===== config.mk =====
export PLATFORM = sky130hd
export DESIGN_NAME = kmc_div
export DESIGN_NICKNAME = d
export VERILOG_FILES = /design/src/rtl/kmc_pkg.sv /design/src/rtl/kmc_div.sv
export SDC_FILE = /design/constraint.sdc
export NUM_CORES = 1
export LEC_CHECK = 0
export ABC_AREA = 1
export BUFFER_PORTS_ARGS = -buffer_cell sky130_fd_sc_hd__buf_2
export CAP_MARGIN = 30
export CELL_PAD_IN_SITES_DETAIL_PLACEMENT = 0
export CELL_PAD_IN_SITES_GLOBAL_PLACEMENT = 1
export CORE_MARGIN = 10
export CORE_UTILIZATION = 44
export DETAILED_ROUTE_END_ITERATION = 6
export PLACE_DENSITY = 0.88
export SLEW_MARGIN = 20
export SYNTH_ARGS = -nofsm -noshare
export SYNTH_HDL_FRONTEND = slang
export SYNTH_SLANG_ARGS = --single-unit

===== constraint.sdc =====
create_clock -name clk_i -period 5.7 [get_ports clk_i]
set_clock_uncertainty 0.05 [all_clocks]
set_input_delay 0.57 -clock clk_i [delete_from_list [all_inputs] [get_ports clk_i]]
set_output_delay 0.57 -clock clk_i [all_outputs]
set_load 0.05 [all_outputs]

===== src/rtl/kmc_pkg.sv =====
// ----------------------------------------------------------------------------
// kmc_pkg
// Types, widths and codes shared by the k-medoids clustering block.
// ----------------------------------------------------------------------------
`default_nettype none

package kmc_pkg;

  localparam int MAX_POINTS   = 64;
  localparam int MAX_FEATURES = 8;
  localparam int MAX_CLUSTERS = 8;

  localparam int PIDX_W  = $clog2(MAX_POINTS);
  localparam int FIDX_W  = $clog2(MAX_FEATURES);
  localparam int CIDX_W  = $clog2(MAX_CLUSTERS);
  localparam int CNT_P_W = PIDX_W + 1;
  localparam int CNT_F_W = FIDX_W + 1;
  localparam int CNT_C_W = CIDX_W + 1;
  localparam int IT_W    = 8;

  localparam int RAW_AW    = PIDX_W + FIDX_W;
  localparam int RAW_DEPTH = MAX_POINTS * MAX_FEATURES;
  localparam int MED_AW    = CIDX_W + FIDX_W;
  localparam int MED_DEPTH = MAX_CLUSTERS * MAX_FEATURES;

  localparam int VAL_W     = 16;
  localparam int SUM_W     = VAL_W + PIDX_W;
  localparam int SQ_W      = 2 * VAL_W - 1;
  localparam int SUMSQ_W   = SQ_W + PIDX_W;
  localparam int VAR_W     = SUMSQ_W + CNT_P_W;
  localparam int ROOT_W    = VAR_W / 2;
  localparam int NUM_W     = VAL_W + CNT_P_W + 1;
  localparam int FRAC_BITS = 12;
  localparam int DVD_W     = NUM_W - 1 + FRAC_BITS;
  localparam int DVS_W     = ROOT_W;
  localparam int DIST_W    = 2 * (VAL_W + 1);
  localparam int ACC_W     = DIST_W + FIDX_W;

  localparam int ZMAX = 32767;
  localparam int ZMIN_MAG = 32768;

  localparam int CFG_IDX_W  = 2;
  localparam int CFG_DATA_W = 8;

  localparam logic [CFG_IDX_W-1:0] REG_NUM_POINTS     = 2'd0;
  localparam logic [CFG_IDX_W-1:0] REG_NUM_FEATURES   = 2'd1;
  localparam logic [CFG_IDX_W-1:0] REG_NUM_CLUSTERS   = 2'd2;
  localparam logic [CFG_IDX_W-1:0] REG_MAX_ITERATIONS = 2'd3;

  localparam logic [1:0] CMD_LOAD_FEATURE = 2'd0;
  localparam logic [1:0] CMD_LOAD_MEDOID  = 2'd1;
  localparam logic [1:0] CMD_RUN          = 2'd2;
  localparam logic [1:0] CMD_NOP          = 2'd3;

  typedef struct packed {
    logic [1:0]              command;
    logic signed [VAL_W-1:0] feature_value;
    logic [PIDX_W-1:0]       medoid_point;
  } cmd_t;

  typedef struct packed {
    logic [PIDX_W-1:0] point_index;
    logic [CIDX_W-1:0] cluster_label;
    logic              converged;
    logic              last;
  } res_t;

endpackage

`default_nettype wire


===== src/rtl/kmc_div.sv =====
// ----------------------------------------------------------------------------
// kmc_div
// Unsigned restoring divider, one quotient bit per cycle.
// ----------------------------------------------------------------------------
`default_nettype none

module kmc_div
  import kmc_pkg::*;
(
  input  wire logic             clk_i,
  input  wire logic             rst_ni,
  input  wire logic             start_i,
  input  wire logic [DVD_W-1:0] dividend_i,
  input  wire logic [DVS_W-1:0] divisor_i,
  output logic      [DVD_W-1:0] quotient_o,
  output logic                  done_o
);

  localparam int CW = $clog2(DVD_W + 1);

  logic [DVD_W-1:0] quo_q, quo_d;
  logic [DVS_W-1:0] rem_q, rem_d, dvs_q, dvs_d;
  logic [CW-1:0]    cnt_q, cnt_d;
  logic             run_q, run_d, done_q, done_d;
  logic [DVS_W:0]   shifted;

  always_comb begin
    quo_d   = quo_q;
    rem_d   = rem_q;
    dvs_d   = dvs_q;
    cnt_d   = cnt_q;
    run_d   = run_q;
    done_d  = 1'b0;
    shifted = {rem_q, quo_q[DVD_W-1]};
    if (start_i) begin
      quo_d = dividend_i;
      rem_d = '0;
      dvs_d = divisor_i;
      cnt_d = '0;
      run_d = 1'b1;
    end else if (run_q) begin
      if (shifted >= {1'b0, dvs_q}) begin
        rem_d = DVS_W'(shifted - {1'b0, dvs_q});
        quo_d = {quo_q[DVD_W-2:0], 1'b1};
      end else begin
        rem_d = shifted[DVS_W-1:0];
        quo_d = {quo_q[DVD_W-2:0], 1'b0};
      end
      cnt_d = cnt_q + 1'b1;
      if (cnt_q == CW'(DVD_W - 1)) begin
        run_d  = 1'b0;
        done_d = 1'b1;
      end
    end
  end

  always_ff @(posedge clk_i or negedge rst_ni) begin
    if (!rst_ni) begin
      run_q  <= 1'b0;
      done_q <= 1'b0;
      cnt_q  <= '0;
    end else begin
      run_q  <= run_d;
      done_q <= done_d;
      cnt_q  <= cnt_d;
    end
  end

  always_ff @(posedge clk_i) begin
    quo_q <= quo_d;
    rem_q <= rem_d;
    dvs_q <= dvs_d;
  end

  assign quotient_o = quo_q;
  assign done_o     = done_q;

endmodule

`default_nettype wire


* Word level (Yosys, flattened, before mapping)
Cells that the tools add are included.
Word-level totals: register bits 87, logic and storage cells 23
Cells by class: add/subtract/negate cells 2, magnitude comparators 1, eq/ne operators 1, muxes and demuxes 12, reductions and logical operators 1
Operators by type and width (count):
- $mux 35 | 2
- $ge 23x22->1 | 1
- $mux 22 | 1
- $sub 22x22->22 | 1
- $mux 6 | 2
- $mux 1 | 7
- $add 6x1->6 const B | 1
- $eq 6x6->1 const B | 1
- $reduce_bool 2->1 | 1

* Depth between registers and ports, before layout
word-level depth 4, mapped depth 16, mapped depth without buffers 16

* Worst setup path before layout
No wires, ideal clock.
kind register to register, start reg quo_q[34] (netlist: quotient_o[34]), end reg rem_q[18], library setup time 0.112 ns, arrival 2.048 ns, required time 5.538 ns, slack 3.490 ns, stages on the path, launching flop included 17, period minus slack after synthesis 2.210 ns, cells stage by stage edfxtp_1 -> inv_1 -> ha_1 -> inv_1 -> fa_1 -> nand2_1 -> nand2_1 -> nand3_1 -> nand2_1 -> nand2_1 -> nand2_1 -> nand2_1 -> nand2_1 -> nand2_1 -> nand3_2 -> nand2_1 -> nand2_1
Between the ends: longest elaborated chain between the ends 2, elaborated cells on any way between the ends 3, those cells by class add/sub: 1; order compare: 1; mux: 1
RTL lines:
- start, declared | RTL line kmc_div.sv:21 | logic [DVD_W-1:0] quo_q, quo_d;
- start signal, assigned | RTL line kmc_div.sv:70 | quo_q <= quo_d;
- $sub 22x22->22 or $ge 23x22->1 (tied branches) | RTL line kmc_div.sv:43, kmc_div.sv:42
- $mux 22 (*) | RTL line kmc_div.sv:42 | if (shifted >= {1'b0, dvs_q}) begin
- end signal, assigned | RTL line kmc_div.sv:71 | rem_q <= rem_d;
- end, declared | RTL line kmc_div.sv:22 | logic [DVS_W-1:0] rem_q, rem_d, dvs_q, dvs_d;
Mark *: on every way between the ends. The rest lies on a longest branch, timed or not. A chain may end at the register's enable or synchronous reset.

* Worst setup path in the final report
start reg dvs_q[10], end reg rem_q[4]
Between the ends: longest elaborated chain between the ends 2
RTL lines:
- start, declared | RTL line kmc_div.sv:22
- start signal, assigned | RTL line kmc_div.sv:72 | dvs_q <= dvs_d;
- $ge 23x22->1 | RTL line kmc_div.sv:42
- $mux 22 | RTL line kmc_div.sv:42
Every way passes these cells.

==> impl_metrics.csv <==
group,metric,value,unit
status,status,"finished, final reports clean",
die,io_pins,96,
placed_design,gp_congestion,0.8768,
yosys,yosys.area.top_type_share,0.3236,
setup_path,required,5930,ps
pwr,p_int,0.001594,W
setup_path,reg2reg_from,"dvs_q[10]",
routing,wl_per_cell,13.85,µm
yosys,netlist_top_cells_area,"edfxtp_1 32%, nand2_1 21%, dfxtp_1 8.3%",
setup_path,cp_top_family,"simple AND/OR/NAND/NOR gates",
layout,layout_commonest_cell,"nand2_1",
clock_network,cts_tree,"yes",
pwr,ir_drop,0.1903,mV
global_route,grt_pass1_vias,4587,
layout,mostFrequentLayoutCells,"294 x nand2_1, 104 x inv_1, 94 x buf_2",
clock_network,htree_levels,3,
setup_path,arrival,2810,ps
timing,max_freq,0.3880,GHz
pwr,p_per_area,447.5,nW/µm²
die,die_w,129.7,µm
timing,finalHoldViolCount,0,
die,die_y,129.7,µm
global_route,grt.total_usage,0.1601,
placed_design,post-dp-hpwl,9675,µm
timing,worst_pin_slew,883.1,ps
flow_run,max_cap_violations,0,
yosys,yosys.cell_types.count,35,
layout,areaGrowthSynthToFinish,16.72,%
clock_network,cts_resized,0,
yosys,yosysTopAreaCell,"edfxtp_1",
routing,dr.pass1.iters,4,
layout,fillers,1131,
setup_path,reg2reg_depth,13,
layout,seq_area,2352,µm²
setup_path,cp_cell_sequence,"inv_1 > ha_1 > nand2_1 > nor2_4 > nand2_2 > nor2_2 > nand2_1 > nand2_2 > nor2_4 > nand2_4 > nand2_1 > nand3_1 > o21ai_1",
setup_path,crit_top_cell,"nand2_1",
yosys,async_flop_share,0.09195,
routing,drt_iter0_drc,322,
yosys,ys_ff_latch,87,
yosys,netlist_area,5290,µm²
routing,via_per_inst,4.866,
clock_network,clock_sinks,87,
yosys,synth_nets,784,
clock_network,numCtsBuffers,9,
timing,relSlewSlack,0.4104,
global_route,antenna_found_initial,0,
clock_network,cts-root-buf,"clkbuf_16",
pwr,power_frac_comb,0.467,
setup_path,crit_slowest_cell,"nor2_4",
timing,grt_setup_unrepaired,"false",
yosys,syn_inst,699,
setup_path,crit_path_end_kind,"flop",
min_path,hp-class,"in2reg",
clock_network,path_clk_slew,70,ps
routing,routed-via-count,4569,
die,core-area,11610,µm²
pwr,net-switching-power,0.001169,W
die,initial_core_util,0.4555,
setup_path,critPathLaunchType,"flop",
yosys,ys_warn_count,0,
placed_design,dp.cells,921,
pwr,leakage,3.293,nW
pwr,p_sw_frac,0.4232,
pwr,power_frac_clock,0.220,
yosys,avgSynthCellArea,7.568,µm²
layout,instances_no_fill,939,
timing,finalSetupViolCount,0,
layout,diodes,0,
clock_network,insertion_delay,350,ps
setup_path,cp.depth,13,
setup_path,worstPathMaxFanout,25,
global_route,grt_max_degree,62,
pwr,seqPwrFrac,0.313,
routing,ant_nets,0,
min_path,hold-path-cell-count,1,
layout,multiInputGateArea,2420,µm²
setup_path,path_buf_inv,1,
setup_path,endpoint,"rem_q[4]",
routing,wirelength,13000,µm
setup_path,critPathMaxStageDelay,570,ps
routing,drc,0,
yosys,synth_ff_type,"edfxtp_1",
die,rows,39,
global_route,grt_pass1_wl,21580,µm
setup_path,path_class,"reg2reg",
timing,tns,0,ps
setup_path,r2r_setup_slack,3120,ps
yosys,yosysSeqAreaShare,0.4447,
timing,fin_crit_sh,0.4522,
timing,report.final.slew_viol_count,0,
clock_network,max-clock-path-buffers,2,
placed_design,port_buffers,95,
setup_path,r2r-end,"rem_q[4]",
layout,final_core_util,0.5317,
layout,layout-drive-gt1-share,0.1759,
yosys,synth_enable_flop_cells,57,
timing,post-route-min-period,2577,ps
layout,final_nets,876,
setup_path,critPathLaunch,"dvs_q[10]",
die,die_area,16810,µm²
pwr,total_power,0.002763,W
global_route,grt_overflow_total,0,
## per-layer routing
layer	GRT usage	vias up	wire (µm)
met1	0.1975	2028	5977
met2	0.2499	141	5719
li1	-	2374	-
met5	0	-	0
met3	0.05791	26	1032
met4	0.06415	0	273
## cell type report
class,instances,share of cell area
clock inverter,7,0.01277
clock buffer,9,0.03647
inverter,106,0.06444
sequential,87,0.3810
multi-input combinational,488,0.3919
timing repair buffer,99,0.08450
tap,143,0.02898
## per-stage QoR
step                      hold WS (ps)  setup WS, ps  area [µm²]
after floorplan                  224.4          3490        5290
after global placement           366.1          2622        5832
after detailed placement         368.5          3103        5849
after CTS                        324.0          3083        6163
after global routing             327.5          2841        6175
final                            340.8          3123        6175
## cells by family (layout without fill, tap and decap cells)
| group | count (synthesis) | count (layout) | share of synthesized area |
|---|---|---|---|
| compound gates | 38 | 38 | 0.04045 |
| fa+ha+maj | 25 | 25 | 0.06055 |
| buf+inv | 124 | 221 | 0.09839 |
| flops | 87 | 87 | 0.4447 |
| simple gates | 416 | 416 | 0.3411 |
| xor+xnor | 9 | 9 | 0.01490 |
## worst min path at each step
stage	end	from	slack [ps]
after floorplan	cnt_q[0]	rst_ni	220
after global placement	cnt_q[5]	rst_ni	370
after detailed placement	cnt_q[3]	rst_ni	370
after CTS	dvs_q[21]	divisor_i[21]	320
after global routing	dvs_q[16]	divisor_i[16]	330
final	dvs_q[21]	divisor_i[21]	340
## power groups by stage
stage / sequential (W) / clock, W / combinational (W)
floorplan: 0.000947 / 0 / 0.000994
global placement: 0.000871 / 0 / 0.00128
detailed placement: 0.000874 / 0 / 0.00129
CTS: 0.000864 / 0.000625 / 0.00130
global route: 0.000878 / 0.000645 / 0.00148
finish: 0.000863 / 0.000608 / 0.00129
## sequential cells by signal, summed over array words and instances, names as in the netlist
name and flops:
cnt_q 6, done_o 1, dvs_q 22, quotient_o 35, rem_q 22, run_q 1
## Yosys cell counts (2+ instances only)
cell	count
nand2_1	294
inv_1	104
edfxtp_1	57
nand3_1	43
nor2_1	30
ha_1	24
dfxtp_1	22
a21oi_1	20
nand3b_1	16
clkbuf_1	9
dfrtp_1	8
nand2_2	8
xnor2_1	8
nand3_2	7
o21ai_1	7
buf_6	5
nand4_1	5
nor3_1	4
o21ai_0	4
nor2_4	3
a31oi_1	2
buf_2	2
inv_2	2
nand2_4	2
nor2_2	2
o21bai_1	2
## what timing repair did
action,4_1_cts,5_1_grt
buffers inserted,0,0
hold endpoints to repair,8,0
hold buffers,1,0
Note: power is estimated with default switching activity, not from simulation.
