$ cat src/rtl/kmc_pkg.sv
// ----------------------------------------------------------------------------
// kmc_pkg
// Types, widths and codes shared by the k-medoids clustering block.
// ----------------------------------------------------------------------------
`default_nettype none

package kmc_pkg;

  localparam int MAX_POINTS   = 64;
  localparam int MAX_FEATURES = 8;
  localparam int MAX_CLUSTERS = 8;

  localparam int PIDX_W  = $clog2(MAX_POINTS);
  localparam int FIDX_W  = $clog2(MAX_FEATURES);
  localparam int CIDX_W  = $clog2(MAX_CLUSTERS);
  localparam int CNT_P_W = PIDX_W + 1;
  localparam int CNT_F_W = FIDX_W + 1;
  localparam int CNT_C_W = CIDX_W + 1;
  localparam int IT_W    = 8;

  localparam int RAW_AW    = PIDX_W + FIDX_W;
  localparam int RAW_DEPTH = MAX_POINTS * MAX_FEATURES;
  localparam int MED_AW    = CIDX_W + FIDX_W;
  localparam int MED_DEPTH = MAX_CLUSTERS * MAX_FEATURES;

  localparam int VAL_W     = 16;
  localparam int SUM_W     = VAL_W + PIDX_W;
  localparam int SQ_W      = 2 * VAL_W - 1;
  localparam int SUMSQ_W   = SQ_W + PIDX_W;
  localparam int VAR_W     = SUMSQ_W + CNT_P_W;
  localparam int ROOT_W    = VAR_W / 2;
  localparam int NUM_W     = VAL_W + CNT_P_W + 1;
  localparam int FRAC_BITS = 12;
  localparam int DVD_W     = NUM_W - 1 + FRAC_BITS;
  localparam int DVS_W     = ROOT_W;
  localparam int DIST_W    = 2 * (VAL_W + 1);
  localparam int ACC_W     = DIST_W + FIDX_W;

  localparam int ZMAX = 32767;
  localparam int ZMIN_MAG = 32768;

  localparam int CFG_IDX_W  = 2;
  localparam int CFG_DATA_W = 8;

  localparam logic [CFG_IDX_W-1:0] REG_NUM_POINTS     = 2'd0;
  localparam logic [CFG_IDX_W-1:0] REG_NUM_FEATURES   = 2'd1;
  localparam logic [CFG_IDX_W-1:0] REG_NUM_CLUSTERS   = 2'd2;
  localparam logic [CFG_IDX_W-1:0] REG_MAX_ITERATIONS = 2'd3;

  localparam logic [1:0] CMD_LOAD_FEATURE = 2'd0;
  localparam logic [1:0] CMD_LOAD_MEDOID  = 2'd1;
  localparam logic [1:0] CMD_RUN          = 2'd2;
  localparam logic [1:0] CMD_NOP          = 2'd3;

  typedef struct packed {
    logic [1:0]              command;
    logic signed [VAL_W-1:0] feature_value;
    logic [PIDX_W-1:0]       medoid_point;
  } cmd_t;

  typedef struct packed {
    logic [PIDX_W-1:0] point_index;
    logic [CIDX_W-1:0] cluster_label;
    logic              converged;
    logic              last;
  } res_t;

endpackage

`default_nettype wire

$ cat src/rtl/kmc_sqrt.sv
// ----------------------------------------------------------------------------
// kmc_sqrt
// Integer square root, floor, two radicand bits per cycle.
// ----------------------------------------------------------------------------
`default_nettype none

module kmc_sqrt
  import kmc_pkg::*;
(
  input  wire logic              clk_i,
  input  wire logic              rst_ni,
  input  wire logic              start_i,
  input  wire logic [VAR_W-1:0]  radicand_i,
  output logic      [ROOT_W-1:0] root_o,
  output logic                   done_o
);

  localparam int CW = $clog2(ROOT_W + 1);

  logic [VAR_W-1:0]  rad_q, rad_d;
  logic [ROOT_W-1:0] root_q, root_d;
  logic [ROOT_W+1:0] rem_q, rem_d;
  logic [CW-1:0]     cnt_q, cnt_d;
  logic              run_q, run_d, done_q, done_d;
  logic [ROOT_W+3:0] rem_sh, trial;

  always_comb begin
    rad_d  = rad_q;
    root_d = root_q;
    rem_d  = rem_q;
    cnt_d  = cnt_q;
    run_d  = run_q;
    done_d = 1'b0;
    rem_sh = {rem_q, rad_q[VAR_W-1 -: 2]};
    trial  = {2'b00, root_q, 2'b01};
    if (start_i) begin
      rad_d  = radicand_i;
      root_d = '0;
      rem_d  = '0;
      cnt_d  = '0;
      run_d  = 1'b1;
    end else if (run_q) begin
      rad_d = {rad_q[VAR_W-3:0], 2'b00};
      if (rem_sh >= trial) begin
        rem_d  = (ROOT_W + 2)'(rem_sh - trial);
        root_d = {root_q[ROOT_W-2:0], 1'b1};
      end else begin
        rem_d  = rem_sh[ROOT_W+1:0];
        root_d = {root_q[ROOT_W-2:0], 1'b0};
      end
      cnt_d = cnt_q + 1'b1;
      if (cnt_q == CW'(ROOT_W - 1)) begin
        run_d  = 1'b0;
        done_d = 1'b1;
      end
    end
  end

  always_ff @(posedge clk_i or negedge rst_ni) begin
    if (!rst_ni) begin
      run_q  <= 1'b0;
      done_q <= 1'b0;
      cnt_q  <= '0;
    end else begin
      run_q  <= run_d;
      done_q <= done_d;
      cnt_q  <= cnt_d;
    end
  end

  always_ff @(posedge clk_i) begin
    rad_q  <= rad_d;
    root_q <= root_d;
    rem_q  <= rem_d;
  end

  assign root_o = root_q;
  assign done_o = done_q;

endmodule

`default_nettype wire

$ cat config.mk
export PLATFORM = sky130hd
export DESIGN_NAME = kmc_sqrt
export DESIGN_NICKNAME = d
export VERILOG_FILES = /design/src/rtl/kmc_pkg.sv /design/src/rtl/kmc_sqrt.sv
export SDC_FILE = /design/constraint.sdc
export NUM_CORES = 1
export LEC_CHECK = 0
export BUFFER_PORTS_ARGS = -buffer_cell sky130_fd_sc_hd__buf_2
export CAP_MARGIN = 25
export CORE_AREA = 2 2 151 153
export DETAILED_ROUTE_END_ITERATION = 8
export DIE_AREA = 0 0 153 155
export GPL_TIMING_DRIVEN = 0
export PLACE_DENSITY = 0.51
export SETUP_SLACK_MARGIN = 0.1
export SLEW_MARGIN = 15
export SYNTH_ARGS = -nofsm -noshare
export SYNTH_HDL_FRONTEND = slang
export SYNTH_SLANG_ARGS = --single-unit
$ cat constraint.sdc
create_clock -name clk_i -period 4.75 [get_ports clk_i]
set_input_delay 0.475 -clock clk_i [delete_from_list [all_inputs] [get_ports clk_i]]
set_output_delay 0.475 -clock clk_i [all_outputs]
set_load 0.01 [all_outputs]
# Word-level counts from Yosys, hierarchy flattened
# Cells that the tools add are included.
[op_classes]
add_sub_neg = 2
magnitude_cmp = 1
eq_ne = 1
mux = 12
reduce_logical = 1
[ops]
columns = ["op", "count"]
rows = [
  ["44-bit 2-to-1 mux", 2],
  ["26-bit by 24-bit greater-or-equal comparator with 1-bit output", 1],
  ["24-bit 2-to-1 mux", 1],
  ["24-bit subtractor", 1],
  ["5-bit 2-to-1 mux", 2],
  ["1-bit 2-to-1 mux", 7],
  ["5-bit by 1-bit adder with 5-bit output (second input constant)", 1],
  ["5-bit equality test (second input constant)", 1],
  ["2-bit nonzero test", 1],
]
[word_totals]
regBits = 97
input_bits = 47
out_inout_bits = 23
elab_cells = 23

# Longest topological paths before layout
[logic_depth]
word_depth = 4
depth_mapped = 11
mapped_depth_nobuf = 9

# Worst setup path after synthesis
# No wires, ideal clock.
[synth_timing]
path_type = "input-to-reg"
from = "in start_i"
to = "reg rad_q[0], enable pin"
setup_ns = 0.398
t_arrival_ns = 2.004
required_time_ns = 4.352
setup_slack_ns = 2.348
cell_stages = 4
n_path_buf = 2
path_cell_list = "clkbuf_1 -> clkbuf_1 -> nor2_1 -> inv_1"
[synth_between]
elab_chain_len = 1
[synth_lines]
columns = ["element", "line_no", "source"]
rows = [
  ["start, declared", "kmc_sqrt.sv:12", "input wire logic start_i,"],
  ["2-bit nonzero test (no source line)", "n/a", ""],
  ["end signal, assigned", "kmc_sqrt.sv:72", "rad_q <= rad_d;"],
  ["end, declared", "kmc_sqrt.sv:20", "logic [VAR_W-1:0] rad_q, rad_d;"],
]
# No other way between the ends.
# A chain may end at the register's enable or synchronous reset.

# Worst setup path in the final report
[layout_timing]
from = "reg root_q[17] (netlist: root_o[17])"
to = "reg rem_q[16]"
[layout_between]
elab_chain_len = 2
[layout_lines]
columns = ["element", "line_no", "source"]
rows = [
  ["start, declared", "kmc_sqrt.sv:21", "logic [ROOT_W-1:0] root_q, root_d;"],
  ["start signal, assigned", "kmc_sqrt.sv:73", "root_q <= root_d;"],
  ["26-bit by 24-bit greater-or-equal comparator with 1-bit output", "kmc_sqrt.sv:44", "if (rem_sh >= trial) begin"],
  ["24-bit 2-to-1 mux", "kmc_sqrt.sv:44", ""],
  ["end signal, assigned", "kmc_sqrt.sv:74", "rem_q <= rem_d;"],
  ["end, declared", "kmc_sqrt.sv:22", "logic [ROOT_W+1:0] rem_q, rem_d;"],
]
# No other way between the ends.

==> reports/results.txt <==
The final weighted congestion of routability-driven global placement is 0.796. The worst hold path belongs to the class in2reg. The number of vias per cell after detailed routing works out to 4.62. VDD sags by at most 0.238 mV.

In this run the count of I/O pins placed on the die edge is 70. The tools report the end of the worst register-to-register path as rem_q[16]. The tools report the core area as 22200 µm². The cell count after synthesis came out at 533. The number of buffers and inverters on the critical path is 2.

The number of H-tree branching levels is 3. The filler cells instantiated in the layout total 2325. Entering global routing, the biggest net connects 37 pins. For this run, design rule violations remaining after detail routing come to 0. The fraction of registers with async set/reset came out at 7.22%. STA classifies the critical path endpoint as a register. In this run the clock root is driven by a sky130_fd_sc_hd__clkbuf_16. The synthesized area per cell came out at 10.2 µm². The logs give 19.8% for the clock network fraction of design power and 0.36 ns for the latest clock arrival within the worst-skew pair. On the final layout, the worst clock skew is 0.00775 ns.

The path with the worst hold slack has its endpoint at rad_q[0]. The count of unique library cells instantiated by Yosys came out at 58. The tool flagged a number of max-cap violations equal to 0.

The signal on the critical path passes through inv_1, ha_1, a21o_1, a22o_1, o21ai_1, nor3b_2, a21oi_4, buf_6, nand2_1, o221ai_1. In this run, the combinational gates consume 51.5% of the power. The areal power density over the cells is 586 nW/µm², and the leakage dissipation is 2.81 nW. The total overflow left after global routing is 0. Headroom to the max-slew limit came out at 41.0%. The area taken by multi-input logic gates is 2780 µm², and the area growth from synthesis to layout is 18.8%. The analysis attributes to net switching a power of 1.54 mW. The routed design could run at a clock period as short as 2.72 ns. The worst hold path begins at radicand_i[0].

The share of the yosys chip area belonging to registers was 44.4%. The clock transition at the register clock pins on the worst setup and hold paths after CTS was 0.08 ns; the reg2reg setup slack was 2.03 ns. The mean routed wirelength per cell came out at 15.2 µm.

The transition time at the pin with the least slew margin is 0.885 ns, and the part of the total power dissipated in sequential elements is 28.7%. Data on the critical path is required at its endpoint by 4.96 ns. Setup slack on the critical path of the routed design comes to 2.03 ns. Excluding fillers, the count of instances in the completed layout stands at 904. The overall die area is 23700 µm². The starting DRC count in detailed routing came out at 138.

Data arrival time of the critical path: 2.92 ns. TritonCTS built the clock tree. Worst hold path stage count: 2. Across every metal layer, demand over resource in global routing totals 11.8%. For this run, the slowest stage of the critical path takes 0.42 ns.

The run finished with clean final reports. TritonCTS created 9 clock buffers. Number of pins with negative max-slew slack in the final report: 0.

The top fanout value on the critical path was 10; the initial antenna violation count was 1. Of the total power, the share spent switching nets is 40.6%. The final antenna diode count came out at 0. The first TritonRoute pass finished after 4 iterations. Derived from the worst setup path, the maximum achievable clock frequency is 0.368 GHz. The cell row count is 55.

Counting cells, the worst reg-to-reg path comes to 10. Measured along the y axis, the die boundary spans 155 µm. The synthesized design contains 97 register bits. The floorplan step set the die width to 153 µm. The first-pass GRT wire length came out at 22400 µm. The startpoint of the worst-slack reg-to-reg timing path was root_o[17]. After detailed placement, the total cell area comes to 6170 µm². For the half-perimeter wire length after detailed placement, the log shows 10100 µm. Once the floorplan was initialized, standard cells occupied 24.5% of the core. The number of gates resized after CTS was 0. Setup repair after global routing left no endpoint under its margin.

Number of global-route vias before repair: 4244. By startpoint and endpoint, the worst setup path is classified as reg2reg. For the flip-flop and latch area, the log shows 2420 µm². The cell with the largest stage delay on the worst path was sky130_fd_sc_hd__dfxtp_1. Setup-violating endpoint count in the final report: 0. Summing every instance area after synthesis gives 5450 µm². The top cell types in the final layout, fill and taps aside, are sky130_fd_sc_hd__buf_2, sky130_fd_sc_hd__nor2_1, sky130_fd_sc_hd__dfxtp_1, sky130_fd_sc_hd__edfxtp_1, sky130_fd_sc_hd__mux2_2.

The port buffer count was 68. The via count of the routed design came out at 4176. The number of flops mapped to enable cells by yosys is 44. After routing the design area is 6480 µm². The count of nets left with antenna violations once routing finished came out at 0. The number of buffers between clock root and the deepest sink was 2.

STA classifies the critical path startpoint as a register. The cell internal power dissipation was 2.25 mW; the net count reported at finish was 687. In the final timing run, aggregate negative setup slack is 0 ns.

The logs give 13800 µm for the routed wire length and 887 for the placed cell count. The critical path's top delay family is compound AO/OA/AOI/OAI gates. The tree built by TritonCTS fans out to 97 sinks. The pre-CTS setup slack was 2.00 ns. Of the available clock period, the critical path in the final layout requires 57.2%.

The number of nets in the synthesized netlist is 606. The post-route netlist has 24.4% of its cells at a drive strength greater than 1. The Yosys step of the flow raised 0 warnings. The run gives 0 as the count of endpoints failing hold in the final timing report.

For this run, the leading register cell type out of synthesis is sky130_fd_sc_hd__dfxtp_1. The library cell used most frequently in the layout, excluding fill and tap cells, is sky130_fd_sc_hd__buf_2. Tracing the worst setup path back leads to its startpoint at root_o[17].
power by group through the flow:
stage | registers [mW] | clock network, mW | logic (mW)
floorplan | 1.08 | 0 | 1.54
global placement | 1.11 | 0 | 1.95
detailed placement | 1.11 | 0 | 1.95
CTS | 1.09 | 0.779 | 1.96
global route | 1.10 | 0.811 | 2.15
finish | 1.09 | 0.752 | 1.95
cell families (layout without fill, tap and decap cells):
| logic type | after synthesis | after routing | share of synthesized area [%] |
|---|---|---|---|
| simple gates | 152 | 152 | 13.0 |
| compound gates | 109 | 109 | 15.0 |
| flops | 97 | 97 | 44.4 |
| mux | 70 | 70 | 13.8 |
| buf+inv | 60 | 146 | 4.73 |
| fa+ha+maj | 26 | 26 | 5.97 |
| xor+xnor | 19 | 19 | 3.05 |
what timing repair did:
action	CTS	global route
endpoints found under the hold margin	7	0
buffers inserted	0	0
hold buffers	1	0
cells in the mapped netlist, drive strengths merged, types with 2 or more instances:
| cell type | number | area share [%] |
|---|---|---|
| o21ai | 16 | 1.6 |
| o21a | 6 | 0.83 |
| dfrtp | 7 | 3.2 |
| clkbuf | 16 | 1.1 |
| and2 | 6 | 0.69 |
| inv | 34 | 2.3 |
| nand4 | 6 | 0.69 |
| nor4 | 3 | 0.34 |
| a211oi | 5 | 0.69 |
| o211a | 2 | 0.37 |
| a31oi | 4 | 0.46 |
| dfxtp | 46 | 17 |
| o211ai | 4 | 0.55 |
| nor3 | 8 | 0.83 |
| a311oi | 11 | 2.8 |
| nand2b | 6 | 0.69 |
| nand2 | 37 | 2.5 |
| a21o | 17 | 2.4 |
| xor2 | 7 | 1.1 |
| mux2i | 27 | 5.0 |
| nor2b | 4 | 0.46 |
| o31a | 3 | 0.48 |
| a22o | 3 | 0.48 |
| edfxtp | 44 | 24 |
| nand3 | 8 | 0.73 |
| ha | 26 | 6.0 |
| nand4b | 3 | 0.48 |
| nor2 | 62 | 4.3 |
| mux2 | 43 | 8.9 |
| nor3b | 3 | 0.50 |
| a21oi | 25 | 2.5 |
| o22ai | 4 | 0.46 |
| xnor2 | 12 | 1.9 |
| buf | 10 | 1.3 |
metrics by stage:
| stage | power [mW] | hold slack, ns | util [%] |
|---|---|---|---|
| floorplan | 2.61 | 0.179 | - |
| global placement | 3.06 | 0.325 | 27.7 |
| detailed placement | 3.05 | 0.326 | 27.7 |
| CTS | 3.83 | 0.388 | 29.1 |
| global route | 4.07 | 0.402 | 29.1 |
| finish | 3.79 | 0.401 | 29.1 |
sequential cells by signal (all words and copies together) (netlist names):
signal	flops
rem_q	24
done_o	1
root_o	22
cnt_q	5
run_q	1
rad_q	44
final cells by class:
class                           instances  area share [%]
Multi-Input combinational cell        376            42.9
Buffer                                 26            2.01
Tap cell                              285            5.51
Timing Repair Buffer                   70            5.72
Inverter                               34            1.97
Clock inverter                          7            1.14
Sequential cell                        97            37.3
Clock buffer                            9            3.48
worst max path at each step:
stage | endpoint | cells past startpoint
2_1_floorplan | rad_q[0] | 4
3_3_place_gp | rad_q[22] | 4
3_5_place_dp | rem_q[16] | 10
4_1_cts | rem_q[16] | 10
5_1_grt | rem_q[6] | 11
6_report | rem_q[16] | 10
metal layers:
metal / GRT usage (%) / part of all wire [%] / routed length [µm] / vias up
li1: - / - / - / 2085
met1: 15.1 / 47 / 6470 / 2005
met2: 19.5 / 47 / 6400 / 72
met3: 2.81 / 5.0 / 682 / 14
met4: 4.28 / 1.5 / 210 / 0
met5: 0 / 0 / 0 / -
No activity file was read; power rests on OpenSTA's default activity.
